## src/rtl/core/qed_pkg.sv

```systemverilog
// shared types, constants and helper functions for the quaternion to euler block
// no dependencies
`default_nettype none
package qed_pkg;

   localparam int ANGLE_ITERATIONS = 16;
   localparam int ATAN_LEN = 24;
   localparam int CORDIC_STEPS = (ANGLE_ITERATIONS < ATAN_LEN) ? ANGLE_ITERATIONS : ATAN_LEN;
   localparam int STEP_W = 5;

   localparam int QW = 16;
   localparam int AW = 33;
   localparam int CW = 40;
   localparam int ZW = 34;
   localparam int TW = 30;
   localparam int SQW = 58;
   localparam int ROOT_STEPS = 29;

   localparam logic signed [ZW-1:0] PI_Q30 = 34'sd3373259426;
   localparam logic signed [CW-1:0] ONE_Q28 = 40'sd268435456;
   localparam logic signed [TW-1:0] ONE_T = 30'sd268435456;
   localparam logic signed [15:0] ROLL_YAW_MAX = 16'sd25736;
   localparam logic signed [15:0] PITCH_MAX = 16'sd12868;

   typedef struct packed {
      logic signed [CW-1:0] roll_num;
      logic signed [CW-1:0] roll_den;
      logic signed [CW-1:0] yaw_num;
      logic signed [CW-1:0] yaw_den;
      logic signed [TW-1:0] pitch_arg;
   } qed_entry_type;

   function automatic logic signed [ZW-1:0] atan_entry(input logic [STEP_W-1:0] i);
      logic signed [ZW-1:0] v;
      case (i)
         5'd0: v = 34'sd843314857;
         5'd1: v = 34'sd497837829;
         5'd2: v = 34'sd263043837;
         5'd3: v = 34'sd133525159;
         5'd4: v = 34'sd67021687;
         5'd5: v = 34'sd33543516;
         5'd6: v = 34'sd16775851;
         5'd7: v = 34'sd8388437;
         5'd8: v = 34'sd4194283;
         5'd9: v = 34'sd2097149;
         5'd10: v = 34'sd1048576;
         5'd11: v = 34'sd524288;
         5'd12: v = 34'sd262144;
         5'd13: v = 34'sd131072;
         5'd14: v = 34'sd65536;
         5'd15: v = 34'sd32768;
         5'd16: v = 34'sd16384;
         5'd17: v = 34'sd8192;
         5'd18: v = 34'sd4096;
         5'd19: v = 34'sd2048;
         5'd20: v = 34'sd1024;
         5'd21: v = 34'sd512;
         5'd22: v = 34'sd256;
         5'd23: v = 34'sd128;
         default: v = '0;
      endcase
      return v;
   endfunction

   function automatic logic signed [15:0] to_q13(input logic signed [ZW-1:0] z,
                                                 input logic signed [15:0] limit);
      logic signed [ZW:0] s;
      logic signed [ZW:0] r;
      logic signed [ZW:0] lim;
      s = {z[ZW-1], z} + 35'sd65536;
      r = s >>> 17;
      lim = {{(ZW+1-16){limit[15]}}, limit};
      if (r > lim) begin
         r = lim;
      end else if (r < -lim) begin
         r = -lim;
      end
      return r[15:0];
   endfunction

endpackage
`default_nettype wire

```

## src/rtl/core/qed_if.sv

```systemverilog
// request and response channel interfaces, valid/ready handshake
// depends on nothing
`default_nettype none
interface qed_req_if;
   logic valid;
   logic ready;
   logic signed [15:0] quat_w;
   logic signed [15:0] quat_x;
   logic signed [15:0] quat_y;
   logic signed [15:0] quat_z;
   modport source (output valid, quat_w, quat_x, quat_y, quat_z, input ready);
   modport sink (input valid, quat_w, quat_x, quat_y, quat_z, output ready);
endinterface

`default_nettype wire

```

## src/rtl/core/qed_front.sv

```systemverilog
// front end: accepts a quaternion and forms the atan2 and asin arguments
// one shared 16x16 multiplier over nine multiply steps; uses qed_pkg and qed_req_if
`default_nettype none
module qed_front (
   input  wire logic           clock,
   input  wire logic           reset,
   qed_req_if.sink             req,
   output qed_pkg::qed_entry_type entry,
   output logic                push,
   input  wire logic           full
);
   import qed_pkg::*;

   localparam logic [3:0] LAST_STEP = 4'd9;
   localparam logic signed [ZW-1:0] ONE_Z = ZW'(ONE_T);

   logic busy_ff, busy_in;
   logic [3:0] step_ff, step_in;
   logic signed [QW-1:0] w_ff, x_ff, y_ff, z_ff;
   logic signed [AW-1:0] acc_r_ff, acc_rd_ff, acc_y_ff, acc_yd_ff, acc_t_ff;
   logic signed [QW-1:0] op_a, op_b;
   logic signed [2*QW-1:0] prod;
   logic signed [AW-1:0] prod_ext;
   logic signed [ZW-1:0] t2;
   logic signed [TW-1:0] t_clamped;
   logic accept;

   assign req.ready = !busy_ff;
   assign accept = req.valid && !busy_ff;

   always_comb begin
      case (step_ff)
         4'd0: begin op_a = w_ff; op_b = x_ff; end
         4'd1: begin op_a = y_ff; op_b = z_ff; end
         4'd2: begin op_a = x_ff; op_b = x_ff; end
         4'd3: begin op_a = y_ff; op_b = y_ff; end
         4'd4: begin op_a = z_ff; op_b = z_ff; end
         4'd5: begin op_a = w_ff; op_b = z_ff; end
         4'd6: begin op_a = x_ff; op_b = y_ff; end
         4'd7: begin op_a = w_ff; op_b = y_ff; end
         default: begin op_a = z_ff; op_b = x_ff; end
      endcase
      prod = op_a * op_b;
      prod_ext = {prod[2*QW-1], prod};
   end

   always_comb begin
      entry.roll_num = {{(CW-AW){acc_r_ff[AW-1]}}, acc_r_ff} <<< 1;
      entry.roll_den = ONE_Q28 - ({{(CW-AW){acc_rd_ff[AW-1]}}, acc_rd_ff} <<< 1);
      entry.yaw_num = {{(CW-AW){acc_y_ff[AW-1]}}, acc_y_ff} <<< 1;
      entry.yaw_den = ONE_Q28 - ({{(CW-AW){acc_yd_ff[AW-1]}}, acc_yd_ff} <<< 1);
      t2 = {acc_t_ff[AW-1], acc_t_ff} <<< 1;
      if (t2 > ONE_Z) begin
         t_clamped = ONE_T;
      end else if (t2 < -ONE_Z) begin
         t_clamped = -ONE_T;
      end else begin
         t_clamped = t2[TW-1:0];
      end
      entry.pitch_arg = t_clamped;
   end

   assign push = busy_ff && (step_ff == LAST_STEP) && !full;

   always_comb begin
      busy_in = busy_ff;
      step_in = step_ff;
      if (accept) begin
         busy_in = 1'b1;
         step_in = '0;
      end else if (busy_ff && step_ff != LAST_STEP) begin
         step_in = step_ff + 4'd1;
      end else if (push) begin
         busy_in = 1'b0;
      end
   end

   always_ff @(posedge clock) begin
      if (reset) begin
         busy_ff <= 1'b0;
         step_ff <= '0;
      end else begin
         busy_ff <= busy_in;
         step_ff <= step_in;
      end
   end

   always_ff @(posedge clock) begin
      if (accept) begin
         w_ff <= req.quat_w;
         x_ff <= req.quat_x;
         y_ff <= req.quat_y;
         z_ff <= req.quat_z;
         acc_r_ff <= '0;
         acc_rd_ff <= '0;
         acc_y_ff <= '0;
         acc_yd_ff <= '0;
         acc_t_ff <= '0;
      end else if (busy_ff) begin
         case (step_ff)
            4'd0, 4'd1: acc_r_ff <= acc_r_ff + prod_ext;
            4'd2: acc_rd_ff <= acc_rd_ff + prod_ext;
            4'd3: begin
               acc_rd_ff <= acc_rd_ff + prod_ext;
               acc_yd_ff <= acc_yd_ff + prod_ext;
            end
            4'd4: acc_yd_ff <= acc_yd_ff + prod_ext;
            4'd5, 4'd6: acc_y_ff <= acc_y_ff + prod_ext;
            4'd7: acc_t_ff <= acc_t_ff + prod_ext;
            4'd8: acc_t_ff <= acc_t_ff - prod_ext;
            default: ;
         endcase
      end
   end
endmodule
`default_nettype wire

```

## src/flat_wrapper.sv

```systemverilog
// flat-port wrapper written by rule: the top's interface ports become plain ports
module qed_front_flat import qed_pkg::*;
  (clock, reset, entry, push, full, req_valid, req_quat_w, req_quat_x, req_quat_y, req_quat_z, req_ready);
  qed_req_if req_i ();
  input  wire logic clock;
  input  wire logic reset;
  output qed_pkg::qed_entry_type entry;
  output logic push;
  input  wire logic full;
  input wire logic [$bits(req_i.valid)-1:0] req_valid;
  input wire logic [$bits(req_i.quat_w)-1:0] req_quat_w;
  input wire logic [$bits(req_i.quat_x)-1:0] req_quat_x;
  input wire logic [$bits(req_i.quat_y)-1:0] req_quat_y;
  input wire logic [$bits(req_i.quat_z)-1:0] req_quat_z;
  output wire logic [$bits(req_i.ready)-1:0] req_ready;
  assign req_i.valid = req_valid;
  assign req_i.quat_w = req_quat_w;
  assign req_i.quat_x = req_quat_x;
  assign req_i.quat_y = req_quat_y;
  assign req_i.quat_z = req_quat_z;
  assign req_ready = req_i.ready;
  qed_front u_core (.clock(clock), .reset(reset), .req(req_i), .entry(entry), .push(push), .full(full));
endmodule
```

## config.mk

```make
export PLATFORM = sky130hd
export DESIGN_NAME = qed_front_flat
export DESIGN_NICKNAME = d
export VERILOG_FILES = /design/src/rtl/core/qed_pkg.sv /design/src/rtl/core/qed_if.sv /design/src/rtl/core/qed_front.sv /design/src/flat_wrapper.sv
export SDC_FILE = /design/constraint.sdc
export NUM_CORES = 2
export LEC_CHECK = 0
export ABC_CLOCK_PERIOD_IN_PS = 11220
export BUFFER_PORTS_ARGS = -buffer_cell sky130_fd_sc_hd__buf_4
export CORE_AREA = 2 2 295 326
export CTS_BUF_LIST = sky130_fd_sc_hd__clkbuf_16
export CTS_CLUSTER_SIZE = 24
export DETAILED_ROUTE_END_ITERATION = 8
export DIE_AREA = 0 0 297 328
export SYNTH_ARGS = -nofsm -noshare
export SYNTH_HDL_FRONTEND = slang
export SYNTH_SLANG_ARGS = --single-unit
```

## constraint.sdc

```tcl
create_clock -name clock -period 11.22 [get_ports clock]
set_clock_uncertainty 0.2 [all_clocks]
set_input_delay 1.122 -clock clock [delete_from_list [all_inputs] [get_ports clock]]
set_output_delay 1.122 -clock clock [all_outputs]
set_load 0.005 [all_outputs]
```

==> summary.md <==
| Metric | Value |
|---|---|
| FF-to-FF Start | `u_core.step_ff[0]$_SDFFE_PP0P_` |
| YS warnings | `0` |
| Status | `completed` |
| Worst skew pair latency | `0.65 ns` |
| Yosys reg bits | `234` |
| Final Setup Violations | `0` |
| Post-synth cell types | `86` |
| Number of global-route vias before repair | `24500` |
| WP data arrival | `11.14 ns` |
| Post-Place Setup Slack | `0.0534 ns` |
| Global-route wire length before repair | `146000 µm` |
| Area grow syn2layout | `16.8%` |
| Post-CTS Hold Buffers | `0` |
| Total track usage | `19.1%` |
| EDFF count, synth | `64` |
| Measured slew at the worst slew-check pin | `1.17 ns` |
| Avg Cell Area, Syn | `8.29 µm²` |
| N_diodes | `0` |
| Crit-path leading delay family | `adder cells` |
| 1st-iter DRT viols | `2027` |
| Area share of the largest cell type after synthesis | `19.0%` |
| Top FF cell, synth | `dfxtp_1` |
| CP endpoint kind | `flip-flop` |
| Hold endpoint | `u_core.acc_y_ff[23]$_SDFFE_PP0P_` |
| Detailed-route wire length | `95100 µm` |
| Pin count of the biggest net entering global routing | `134` |
| Sequential fraction of the synthesis area | `19.0%` |
| R2r endpoint | `u_core.acc_t_ff[32]$_SDFFE_PP0P_` |
| Max_cap viols | `0` |
| Critical path's slowest cell | `fa_1` |
| Cell mode on critical path | `fa_1` |
| CP Buf/Inv Count | `8` |
| Unrepaired setup endpoints after global routing | `yes` |
| Worst Path Class, Setup | `reg2reg` |
| TritonCTS clock tree | `yes` |
| Worst hold slack | `0.276 ns` |
| GRT overflow | `0` |
| Critical Path Start Type | `flip-flop` |
| CP peak stage delay | `0.53 ns` |
| Via count | `25200` |
| Core Area | `93900 µm²` |
| TritonCTS Sinks | `234` |
| Hold Startpoint | `u_core.acc_y_ff[23]$_SDFFE_PP0P_` |
| Wirelength per Cell | `19.4 µm` |
| Die width | `297 µm` |
| Die Height | `328 µm` |
| Max-slew headroom | `21.8%` |
| I/O pins | `260` |
| Number of port buffers | `254` |
| Largest area contributor in the netlist | `fa_1` |
| Pre-antenna DRT Iters | `8` |
| Clock transition at the registers of the reported paths | `0.07 ns` |
| Fmax | `0.0927 GHz` |
| Largest cells by area after synthesis | `fa_1, dfxtp_1, ha_1` |
| Initial antenna violation count | `4` |
| H-tree Lvls | `1` |
| Initial core utilization | `29.9%` |
| CTS root buf | `clkbuf_16` |
| Period utilization | `96.1%` |
| Critical path required time | `11.58 ns` |
| Final setup margin | `0.434 ns` |
| Site Rows | `118` |
| R2R depth | `39` |
| Endpoints failing hold | `0` |
| Post-Syn Area | `28100 µm²` |
| Async SR Flop Fraction | `0%` |
| RePlAce Congestion | `0.961` |
| Critical path fanouts, max | `16` |
| Core Util, Final | `34.9%` |
| Gate Count Post-Synth | `3388` |
| DP HPWL | `75700 µm` |
| Min cycle time layout | `10.79 ns` |
| Worst path depth | `39` |
| Max Root-Sink Buffers | `3` |
| Slew Viols, Final | `0` |
| Layout cells sized above 1 | `12.8%` |
| Worst min path class | `reg2reg` |
| TritonCTS Buffers | `30` |
| Vias per std cell | `5.12` |
| Antenna Violating Nets Remaining | `0` |
| Worst R2R Setup Slack | `0.43 ns` |
| Post-layout nets | `4205` |
| Worst Hold Depth | `2` |
| Drt drc | `0` |
| Die ar. | `97400 µm²` |
## timing repair
item	in CTS	in global routing
gates resized for setup	0	38
setup endpoints to repair	0	23
setup buffers	0	2
## kinds of logic after synthesis
group | share of synthesized area (%)
buf+inv | 7.27
simple gates | 18.0
other cells | 0.0133
mux | 0.254
fa+ha+maj | 30.2
flops | 19.0
xor+xnor | 7.76
compound gates | 17.5
## layout by cell type, fill, tap and decap left out, types with 31 or more instances in the layout
cell / instances
nand2_1: 443
inv_1: 367
buf_4: 351
nor2_1: 290
fa_1: 267
a21oi_1: 253
ha_1: 240
dfxtp_1: 170
xnor2_1: 163
o21ai_0: 106
xor2_1: 82
a21o_1: 82
edfxtp_1: 64
nor3_1: 58
nor2b_1: 46
nand3_1: 46
a211oi_1: 45
and2_1: 34
o21bai_1: 33
o21a_1: 32
nand2b_1: 31
or3_1: 31
## state kept, by name (all words and copies together), names as in the netlist
signal and count:
u_core.w_ff 16, u_core.y_ff 16, u_core.acc_y_ff 33, u_core.z_ff 16, u_core.acc_rd_ff 33, u_core.acc_t_ff 33
u_core.busy_ff 1, u_core.step_ff 4, u_core.acc_yd_ff 33, u_core.x_ff 16, u_core.acc_r_ff 33
## worst register-to-register path: cells and delay by family, from the launching register on
kind / cells / cell delay (ns)
simple gates: 8 / 1.75
fa+ha+maj: 9 / 4.03
xor+xnor: 1 / 0.14
buf+inv: 8 / 0.99
flops: 1 / 0.39
compound gates: 13 / 3.23
## cell usage after synthesis, types with 7 or more instances
library cell  instances
a31oi_1              27
a222oi_1             15
a21o_1               83
nor3_1               60
a21oi_1             258
or4_1                 8
nand2_1             445
nand3_1              46
and2_1               38
and3_1               20
clkbuf_1            112
ha_1                241
or3_1                31
o31ai_1              19
buf_4                30
maj3_1               12
fa_1                267
nand4_1              12
nor4_1               29
nor2b_1              48
a221oi_1             16
a221o_1              15
or2_2                13
nand2b_1             31
a211oi_1             46
o21bai_1             33
inv_1               365
o2111ai_1             8
dfxtp_1             170
xor2_1               83
xnor2_1             166
edfxtp_1             64
o21a_1               32
a211o_1               7
o21ai_0             108
o211ai_1             24
nor2_1              292
## area by class of cell
| type | instances | area, µm² |
|---|---|---|
| Timing Repair Buffer | 352 | 2650 |
| Sequential cell | 234 | 5330 |
| Multi-Input combinational cell | 2645 | 20900 |
| Tap cell | 1260 | 1580 |
| Inverter | 366 | 1380 |
| Clock buffer | 30 | 751 |
| Fill cell | 9871 | 61100 |
| Clock inverter | 26 | 224 |
## worst max path at each step
stage	slack, ns	end	start
3_5_place_dp	0.05	u_core.acc_yd_ff[31]$_SDFFE_PP0P_	u_core.step_ff[0]$_SDFFE_PP0P_
5_1_grt	-0.09	u_core.acc_t_ff[32]$_SDFFE_PP0P_	u_core.step_ff[0]$_SDFFE_PP0P_
6_report	0.43	u_core.acc_t_ff[32]$_SDFFE_PP0P_	u_core.step_ff[0]$_SDFFE_PP0P_
2_1_floorplan	0.75	u_core.acc_yd_ff[31]$_SDFFE_PP0P_	u_core.step_ff[1]$_SDFFE_PP0P_
3_3_place_gp	0.17	u_core.acc_t_ff[32]$_SDFFE_PP0P_	u_core.step_ff[0]$_SDFFE_PP0P_
4_1_cts	0.02	u_core.acc_t_ff[32]$_SDFFE_PP0P_	u_core.step_ff[0]$_SDFFE_PP0P_
## layer usage
layer	vias up	global-route usage [%]	part of all wire, %
met2	869	30.7	45
met5	-	0	0.038
met4	6	6.59	4.0
met3	171	3.37	7.3
li1	12000	-	-
met1	12100	25.8	44
## per-stage QoR
stage / instances / setup TNS, ns / area [µm²]
after global placement: 4855 / 0 / 31700
final: 4913 / 0 / 32800
after CTS: 4911 / 0 / 32700
after floorplan: 3392 / 0 / 28100
after global routing: 4913 / -0.0851 / 32800
after detailed placement: 4855 / 0 / 31700
Power is left out: the tool's default activity adds up to more than one toggle a clock period on the data nets, which glitch-free logic cannot reach.
