==> src/rtl/core/qed_pkg.sv <==
// shared types, constants and helper functions for the quaternion to euler block
// no dependencies
`default_nettype none
package qed_pkg;

   localparam int ANGLE_ITERATIONS = 16;
   localparam int ATAN_LEN = 24;
   localparam int CORDIC_STEPS = (ANGLE_ITERATIONS < ATAN_LEN) ? ANGLE_ITERATIONS : ATAN_LEN;
   localparam int STEP_W = 5;

   localparam int QW = 16;
   localparam int AW = 33;
   localparam int CW = 40;
   localparam int ZW = 34;
   localparam int TW = 30;
   localparam int SQW = 58;
   localparam int ROOT_STEPS = 29;

   localparam logic signed [ZW-1:0] PI_Q30 = 34'sd3373259426;
   localparam logic signed [CW-1:0] ONE_Q28 = 40'sd268435456;
   localparam logic signed [TW-1:0] ONE_T = 30'sd268435456;
   localparam logic signed [15:0] ROLL_YAW_MAX = 16'sd25736;
   localparam logic signed [15:0] PITCH_MAX = 16'sd12868;

   typedef struct packed {
      logic signed [CW-1:0] roll_num;
      logic signed [CW-1:0] roll_den;
      logic signed [CW-1:0] yaw_num;
      logic signed [CW-1:0] yaw_den;
      logic signed [TW-1:0] pitch_arg;
   } qed_entry_type;

   function automatic logic signed [ZW-1:0] atan_entry(input logic [STEP_W-1:0] i);
      logic signed [ZW-1:0] v;
      case (i)
         5'd0: v = 34'sd843314857;
         5'd1: v = 34'sd497837829;
         5'd2: v = 34'sd263043837;
         5'd3: v = 34'sd133525159;
         5'd4: v = 34'sd67021687;
         5'd5: v = 34'sd33543516;
         5'd6: v = 34'sd16775851;
         5'd7: v = 34'sd8388437;
         5'd8: v = 34'sd4194283;
         5'd9: v = 34'sd2097149;
         5'd10: v = 34'sd1048576;
         5'd11: v = 34'sd524288;
         5'd12: v = 34'sd262144;
         5'd13: v = 34'sd131072;
         5'd14: v = 34'sd65536;
         5'd15: v = 34'sd32768;
         5'd16: v = 34'sd16384;
         5'd17: v = 34'sd8192;
         5'd18: v = 34'sd4096;
         5'd19: v = 34'sd2048;
         5'd20: v = 34'sd1024;
         5'd21: v = 34'sd512;
         5'd22: v = 34'sd256;
         5'd23: v = 34'sd128;
         default: v = '0;
      endcase
      return v;
   endfunction

   function automatic logic signed [15:0] to_q13(input logic signed [ZW-1:0] z,
                                                 input logic signed [15:0] limit);
      logic signed [ZW:0] s;
      logic signed [ZW:0] r;
      logic signed [ZW:0] lim;
      s = {z[ZW-1], z} + 35'sd65536;
      r = s >>> 17;
      lim = {{(ZW+1-16){limit[15]}}, limit};
      if (r > lim) begin
         r = lim;
      end else if (r < -lim) begin
         r = -lim;
      end
      return r[15:0];
   endfunction

endpackage
`default_nettype wire

==> src/rtl/core/qed_fifo.sv <==
// two-entry queue between front and back
// uses qed_pkg
`default_nettype none
module qed_fifo (
   input  wire logic              clock,
   input  wire logic              reset,
   input  wire logic              push,
   input  qed_pkg::qed_entry_type wr_data,
   input  wire logic              pop,
   output qed_pkg::qed_entry_type rd_data,
   output logic                   full,
   output logic                   empty
);
   import qed_pkg::*;

   qed_entry_type mem_ff [2];
   logic wr_ptr_ff, rd_ptr_ff;
   logic [1:0] count_ff;

   assign full = count_ff[1];
   assign empty = (count_ff == 2'd0);
   assign rd_data = mem_ff[rd_ptr_ff];

   always_ff @(posedge clock) begin
      if (push) begin
         mem_ff[wr_ptr_ff] <= wr_data;
      end
   end

   always_ff @(posedge clock) begin
      if (reset) begin
         wr_ptr_ff <= 1'b0;
         rd_ptr_ff <= 1'b0;
         count_ff <= '0;
      end else begin
         if (push) begin
            wr_ptr_ff <= !wr_ptr_ff;
         end
         if (pop) begin
            rd_ptr_ff <= !rd_ptr_ff;
         end
         if (push && !pop) begin
            count_ff <= count_ff + 2'd1;
         end else if (pop && !push) begin
            count_ff <= count_ff - 2'd1;
         end
      end
   end
endmodule
`default_nettype wire

==> config.mk <==
export PLATFORM = sky130hd
export DESIGN_NAME = qed_fifo
export DESIGN_NICKNAME = d
export VERILOG_FILES = /design/src/rtl/core/qed_pkg.sv /design/src/rtl/core/qed_fifo.sv
export SDC_FILE = /design/constraint.sdc
export NUM_CORES = 1
export LEC_CHECK = 0
export BUFFER_PORTS_ARGS = -buffer_cell sky130_fd_sc_hd__buf_4
export CORE_UTILIZATION = 25
export DETAILED_ROUTE_END_ITERATION = 10
export GPL_ROUTABILITY_DRIVEN = 0
export GPL_TIMING_DRIVEN = 0
export PLACE_DENSITY = 0.57
export SLEW_MARGIN = 20
export SYNTH_ARGS = -nofsm -noshare
export SYNTH_HDL_FRONTEND = slang
export SYNTH_SLANG_ARGS = --single-unit
==> constraint.sdc <==
create_clock -name clock -period 8.7 [get_ports clock]
set_input_delay 0.435 -clock clock [delete_from_list [all_inputs] [get_ports clock]]
set_output_delay 0.435 -clock clock [all_outputs]
set_load 0.02 [all_outputs]
==> flow_summary_export.csv, run 1 <==
group,metric,value,unit
status,status,"complete, no violations",
setup_path,path_cells,"buf_6, buf_6, buf_6, mux2_4, buf_4",
finish,drive_gt1_frac,0.6156,
clock_network,htreeDepth,2,
setup_path,cp-start-kind,"flip-flop",
detailed_routing,via_count,7244,
pwr,intPower,3.578,mW
floorplan,core_area,0.05650,mm^2
timing,rsz0062_at_grt,"false",
finish,regArea,0.01151,mm^2
finish,multiInputGateArea,0.002620,mm^2
timing,slew-limit-headroom,0.5402,
clock_network,insertion_delay,0.55,ns
timing,fin_hold_ws,0.06182,ns
clock_network,cts_setup_buffers,0,
place,dp.cells,1766,
pwr,clkPwrFrac,0.383,
timing,fin_crit_sh,0.2905,
synth,yosysWarnings,0,
detailed_routing,drc,0,
pwr,ir_drop,0.0001694,V
grt,grt_start_max_net_pins,48,
synth,synthMuxAreaShare,0.1758,
clock_network,clk_transition_reported_paths,0.06,ns
setup_path,worst-r2r-setup-slack,6.43,ns
synth,syn_area_per_cell,23.37,um^2
detailed_routing,dr_wl_met2,15720,um
setup_path,cpPeakStageDelay,0.33,ns
finish,fillers,5341,
synth,synth_cell_types,16,
synth,ys_seq_area_frac,0.8047,
place,dp_slack,6.187,ns
setup_path,crit_slowest_cell,"mux2_4",
setup_path,worstSetupPathType,"reg2out",
synth,netlist_area,0.01430,mm^2
detailed_routing,avgRoutedWirePerCell,16.86,um
setup_path,crit_end,"rd_data[129]",
finish,layout_common_cells,"buf_4 (385), edfxtp_1 (380), mux2_4 (100), mux2_2 (90), clkbuf_16 (47)",
detailed_routing,wirelength_met1,11600,um
setup_path,required,8.27,ns
finish,fin_nets,1252,
synth,yosys.area_share.simple,0.002624,
grt,grt_pass1_wl,44270,um
grt,grtUsageTotal,0.1025,
grt,grt_pass1_vias,7497,
pwr,p_leak,7.550,nW
timing,setup_slack,6.172,ns
timing,period_minus_slack,2.528,ns
synth,synth-xor-area-share,0.002449,
setup_path,r2r_end,"mem_ff[0][155]$_DFFE_PP_",
timing,max_freq,0.3956,GHz
grt,antenna_found_initial,2,
clock_network,cts_sinks,385,
detailed_routing,via_per_inst,3.924,
floorplan,dieWidth,241.2,um
floorplan,die_h,241.2,um
setup_path,path_common_cell,"buf_6",
place,io_buffers,385,
synth,synth_seq_cells,385,
finish,final_common_cell,"buf_4",
synth,synth_compound_area_frac,0.0006997,
clock_network,cts_tree,"built",
finish,syn2layout_area_growth,39.03,%
finish,fin_cells,1846,
pwr,p_sw,1.081,mW
setup_path,worstPathArrival,2.09,ns
grt,overflow,0,
clock_network,cts_made_buffers,45,
clock_network,clock-root-buffer,"clkbuf_16",
detailed_routing,firstDrtPassIters,4,
timing,hold_viol,0,
finish,num_antenna_cells,0,
detailed_routing,wirelength,31130,um
pwr,pwr-share-comb,0.147,
synth,synth_top_family_by_area,"multiplexers",
pwr,pwr_density_cell,234.3,mW/mm^2
timing,setup_viol,0,
floorplan,die_area,0.05818,mm^2
detailed_routing,antenna_left,0,
synth,synth_cells,612,
setup_path,reg2reg_depth,6,
floorplan,start_util,0.2532,
floorplan,io_pins,386,
clock_network,cts_hold_buf,0,
detailed_routing,maxUsedRoutingLayer,"met5",
detailed_routing,drt_iter0_markers,196,
hold_path,hp-class,"in2reg",
synth,yosys.area_share.adder,0.0008747,
timing,fin_skew,0.01090,ns
synth,synth_fp_nets,807,
setup_path,reg2reg_from,"wr_ptr_ff$_SDFFE_PP0P_",
detailed_routing,wl_met3,3112,um
flow_run,cap_violations,0,
floorplan,rows,87,
timing,worstMarginPinSlew,0.6882,ns
setup_path,cp-end-kind,"primary output",
setup_path,crit_fanout,10,
hold_path,hp-start,"wr_data[185]",
timing,slew_violations,0,
pwr,p_seq_frac,0.470,
place,hpwl,21860,um
clock_network,cts_resized,0,
pwr,p_sw_frac,0.2320,
clock_network,clockBufferDepth,3,
[final cells by class]
| class | count | share of cell area |
|---|---|---|
| sequential | 385 | 0.5788 |
| clock inverter | 24 | 0.01000 |
| inverter | 1 | 0.0001887 |
| buffer | 21 | 0.009059 |
| timing repair buffer | 398 | 0.1618 |
| tap | 756 | 0.04756 |
| clock buffer | 56 | 0.06084 |
| multi-input combinational | 205 | 0.1317 |
[routing by layer]
metal  up-vias  global-route usage
li1       3341                   -
met1      3591              0.1113
met2       257              0.1762
met3        51             0.04529
met4         4             0.03644
met5         -                   0
[metrics by stage]
step / instance area (um^2) / power, mW / setup TNS, ns / util
after floorplan: 14310 / 2.614 / 0 / -
after detailed placement: 18480 / 2.928 / 0 / 0.3271
after CTS: 19890 / 4.755 / 0 / 0.3520
final: 19890 / 4.659 / 0 / 0.3520
after global routing: 19890 / 4.850 / 0 / 0.3520
after global placement: 18140 / 2.925 / -108.29 / 0.3212
[power groups by stage]
stage / sequential (mW) / clock [mW] / combinational (mW)
after floorplan: 2.24 / 0 / 0.370
after detailed placement: 2.23 / 0 / 0.698
final: 2.19 / 1.79 / 0.683
after CTS: 2.19 / 1.86 / 0.700
after global placement: 2.26 / 0 / 0.665
after global routing: 2.20 / 1.92 / 0.729
[flip-flops by register name, indices dropped and copies added, names as in the netlist, named ones only]
register	flops
mem_ff	380
rd_ptr_ff	1
wr_ptr_ff	1
count_ff	2
[critical path: cells and delay by family (launching register included)]
family / cells / cell delay [ns]
buffers and inverters: 4 / 0.85
multiplexers: 1 / 0.33
flip-flops: 1 / 0.32
[worst min path at each step]
| stage | to | slack, ns | depth (start not counted) |
|---|---|---|---|
| final | mem_ff[1][185]$_DFFE_PP_ | 0.06 | 1 |
| after floorplan | flip-flop | 0.48 | 2 |
| after CTS | mem_ff[1][185]$_DFFE_PP_ | 0.01 | 1 |
| after detailed placement | flip-flop | 0.50 | 2 |
| after global routing | mem_ff[0][185]$_DFFE_PP_ | 0.02 | 1 |
| after global placement | count_ff[1]$_SDFFE_PP0P_ | 0.51 | 2 |
[cells in the mapped netlist]
| cell type | count | area share |
|---|---|---|
| or3_1 | 1 | 0.00044 |
| a21oi_1 | 1 | 0.00035 |
| mux2_2 | 90 | 0.071 |
| nor2_1 | 5 | 0.0013 |
| ha_1 | 1 | 0.00087 |
| xor2_1 | 2 | 0.0012 |
| buf_2 | 9 | 0.0031 |
| o21ai_0 | 1 | 0.00035 |
| buf_6 | 12 | 0.0094 |
| nor2b_1 | 1 | 0.00044 |
| dfxtp_1 | 5 | 0.0070 |
| and2_1 | 1 | 0.00044 |
| edfxtp_1 | 380 | 0.80 |
| mux2_4 | 100 | 0.10 |
| inv_1 | 1 | 0.00026 |
| xnor2_1 | 2 | 0.0012 |
[logic make-up after synthesis]
group,after synthesis
flip-flops,385
multiplexers,190
buffers and inverters,22
AND/OR/NAND/NOR,8
XOR/XNOR,4
AO/OA/AOI/OAI,2
adder cells (fa/ha/maj),1
Note: power is estimated with default switching activity, not from simulation.
==> run 2, diff against run 1 <==
ABC_AREA = 1   (was unset)
clock period = 2.2 ns   (was 8.7 ns; I/O delays follow)
==> run 2 against run 1 <==
Compared with the run above: setup slack got worse by 6.0 ns; synthesized cell count rose by 1.8%; final area increased by 10%; routed wire length increased by 7.7%; total power grew to 3.9 times the previous value; sequential cell count stayed put; combinational power grew to 4.2 times the previous value; register-to-register slack worse by 6.0 ns; sequential power grew to 3.9 times the previous value; critical path depth down 1; via count rose by 12%.
==> flow_summary_export.csv, run 2 <==
group,metric,value,unit
clock_network,clockBufferDepth,3,
synth,ys_seq_area_frac,0.8034,
grt,grt_start_max_net_pins,32,
place,io_buffers,385,
finish,drive_gt1_frac,0.5220,
status,status,"complete, no violations",
place,hpwl,22440,um
timing,max_freq,0.4814,GHz
flow_run,cap_violations,0,
detailed_routing,via_count,8086,
synth,synth_cell_types,16,
detailed_routing,via_per_inst,3.941,
finish,largest_reg_flops,380,
pwr,p_total,18.36,mW
synth,synth_cells,623,
setup_path,crit_fanout,10,
timing,fin_crit_sh,0.9442,
floorplan,die_area,0.05828,mm^2
clock_network,htreeDepth,2,
timing,period_minus_slack,2.077,ns
timing,setup_viol,0,
detailed_routing,avgRoutedWirePerCell,16.34,um
grt,grt_pass1_wl,48620,um
synth,synth.area.top_cells,"edfxtp_1 (80%), mux2_4 (10%), mux2_2 (7.1%), buf_6 (0.94%), dfxtp_1 (0.70%)",
synth,syn_area_per_cell,23.00,um^2
detailed_routing,drt_iter0_markers,270,
synth,netlist_area,0.01433,mm^2
clock_network,cts_tree,"built",
finish,fin_nets,1459,
synth,synth_top_area_share,0.7964,
synth,yosysMostFrequentCell,"edfxtp_1",
finish,syn2layout_area_growth,52.61,%
clock_network,insertion_delay,0.54,ns
pwr,p_leak,8.373,nW
synth,yosysWarnings,0,
floorplan,dieWidth,241.4,um
grt,grt_pass1_vias,8712,
detailed_routing,firstDrtPassIters,4,
timing,slew_violations,0,
synth,synth_fp_nets,818,
pwr,ir_drop,0.0006764,V
detailed_routing,antenna_left,0,
finish,fin_cells,2052,
synth,async_flop_share,0,
clock_network,clock-root-buffer,"clkbuf_16",
pwr,pwr_density_cell,839.5,mW/mm^2
floorplan,start_util,0.2536,
timing,fin_hold_ws,0.2849,ns
timing,slew-limit-headroom,0.5796,
setup_path,required,2.09,ns
clock_network,cts_setup_buffers,0,
synth,ys_top_cells_by_count,"edfxtp_1 (380), mux2_4 (100), mux2_2 (90), buf_6 (12)",
floorplan,rows,87,
finish,top_regs,"mem_ff x380, count_ff x2",
setup_path,worstPathArrival,1.97,ns
floorplan,core_area,0.05650,mm^2
grt,antenna_found_initial,3,
synth,synthFlopType,"edfxtp_1",
floorplan,io_pins,386,
timing,worstMarginPinSlew,0.6291,ns
clock_network,cts_sinks,385,
timing,setup_tns,0,ns
setup_path,cp-start-kind,"flip-flop",
floorplan,die_h,241.4,um
timing,rsz0062_at_grt,"false",
clock_network,cts_made_buffers,43,
grt,grtUsageTotal,0.1099,
hold_path,hp-class,"in2reg",
synth,yosysTopAreaCell,"edfxtp_1",
setup_path,worstSetupPathType,"reg2out",
timing,fin_skew,0.005765,ns
finish,final_common_cell,"buf_4",
synth,synth_seq_cells,385,
setup_path,cp-end-kind,"primary output",
place,dp.cells,1781,
detailed_routing,wirelength,33540,um
grt,overflow,0,
detailed_routing,drc,0,
synth,synth-edff-count,380,
clock_network,clk_transition_reported_paths,0.06,ns
timing,hold_viol,0,
finish,top_register,"mem_ff",
finish,layout_common_cells,"buf_4 (385), edfxtp_1 (380), dlygate4sd3_1 (194), mux2_4 (100), mux2_2 (90)",
[run 2: power by group]
part,switching (mW),internal [mW]
clock network,2.83,4.08
logic,1.36,1.51
registers,0.0841,8.50
total,4.27,14.1
[run 2: cell families after synthesis]
| family | count (synthesis) | share of synthesized area |
|---|---|---|
| DFF | 385 | 0.8034 |
| buffers and inverters | 30 | 0.01493 |
| AOI/OAI and AO/OA | 2 | 0.0006979 |
| xor gates and xnor gates | 1 | 0.0006114 |
| muxes | 190 | 0.1755 |
| and+or+nand+nor | 14 | 0.004016 |
| adders and majority gates | 1 | 0.0008731 |
[run 2: worst max-delay path, stage by stage, from the launching register on]
cell and delay, ns:
dfxtp_1 0.32, buf_6 0.15, buf_2 0.38, mux2_2 0.38, buf_4 0.17
[run 2: metal layers]
metal | global-route usage | vias up | part of all wire
met5 | 0 | - | 0.00081
met2 | 0.1897 | 277 | 0.50
met3 | 0.04113 | 55 | 0.085
met4 | 0.03740 | 4 | 0.024
li1 | - | 3761 | -
met1 | 0.1243 | 3989 | 0.39
[run 2: area by class of cell]
type	instances	area [um^2]
tap	756	945.9
clock inverter	22	186.4
clock buffer	54	1160
sequential	385	11510
multi-input combinational	208	2614
fill	5175	34630
buffer	21	191.4
timing repair buffer	596	5218
antenna	1	2.502
inverter	9	37.54
[run 2: through the flow]
stage | area, um^2 | setup WS (ns) | util
2_1_floorplan | 14340 | -1.425 | -
3_3_place_gp | 18180 | -3.692 | 0.3218
3_5_place_dp | 18570 | 0.3749 | 0.3286
4_1_cts | 21860 | 0.0006317 | 0.3870
5_1_grt | 21870 | 0.003628 | 0.3871
6_report | 21870 | 0.1227 | 0.3871
[run 2: path summary, 6_finish.rpt]
check / to / startpoint / cells past startpoint / slack, ns
worst min-delay path: mem_ff[0][76]$_DFFE_PP_ / wr_data[76] / 2 / 0.28
worst max register to register: mem_ff[0][131]$_DFFE_PP_ / wr_ptr_ff$_SDFFE_PP0P_ / 4 / 0.44
worst min register to register: rd_ptr_ff$_SDFFE_PP0P_ / rd_ptr_ff$_SDFFE_PP0P_ / 2 / 0.52
worst max-delay path: rd_data[26] / flip-flop / 4 / 0.12
[run 2: repair_timing]
| item | in CTS | in global routing |
|---|---|---|
| endpoints found under the hold margin | 385 | 0 |
| cloned | 0 | 0 |
| resized for setup | 2 | 1 |
| hold buffers | 194 | 0 |
| endpoints found under the setup margin | 67 | 2 |
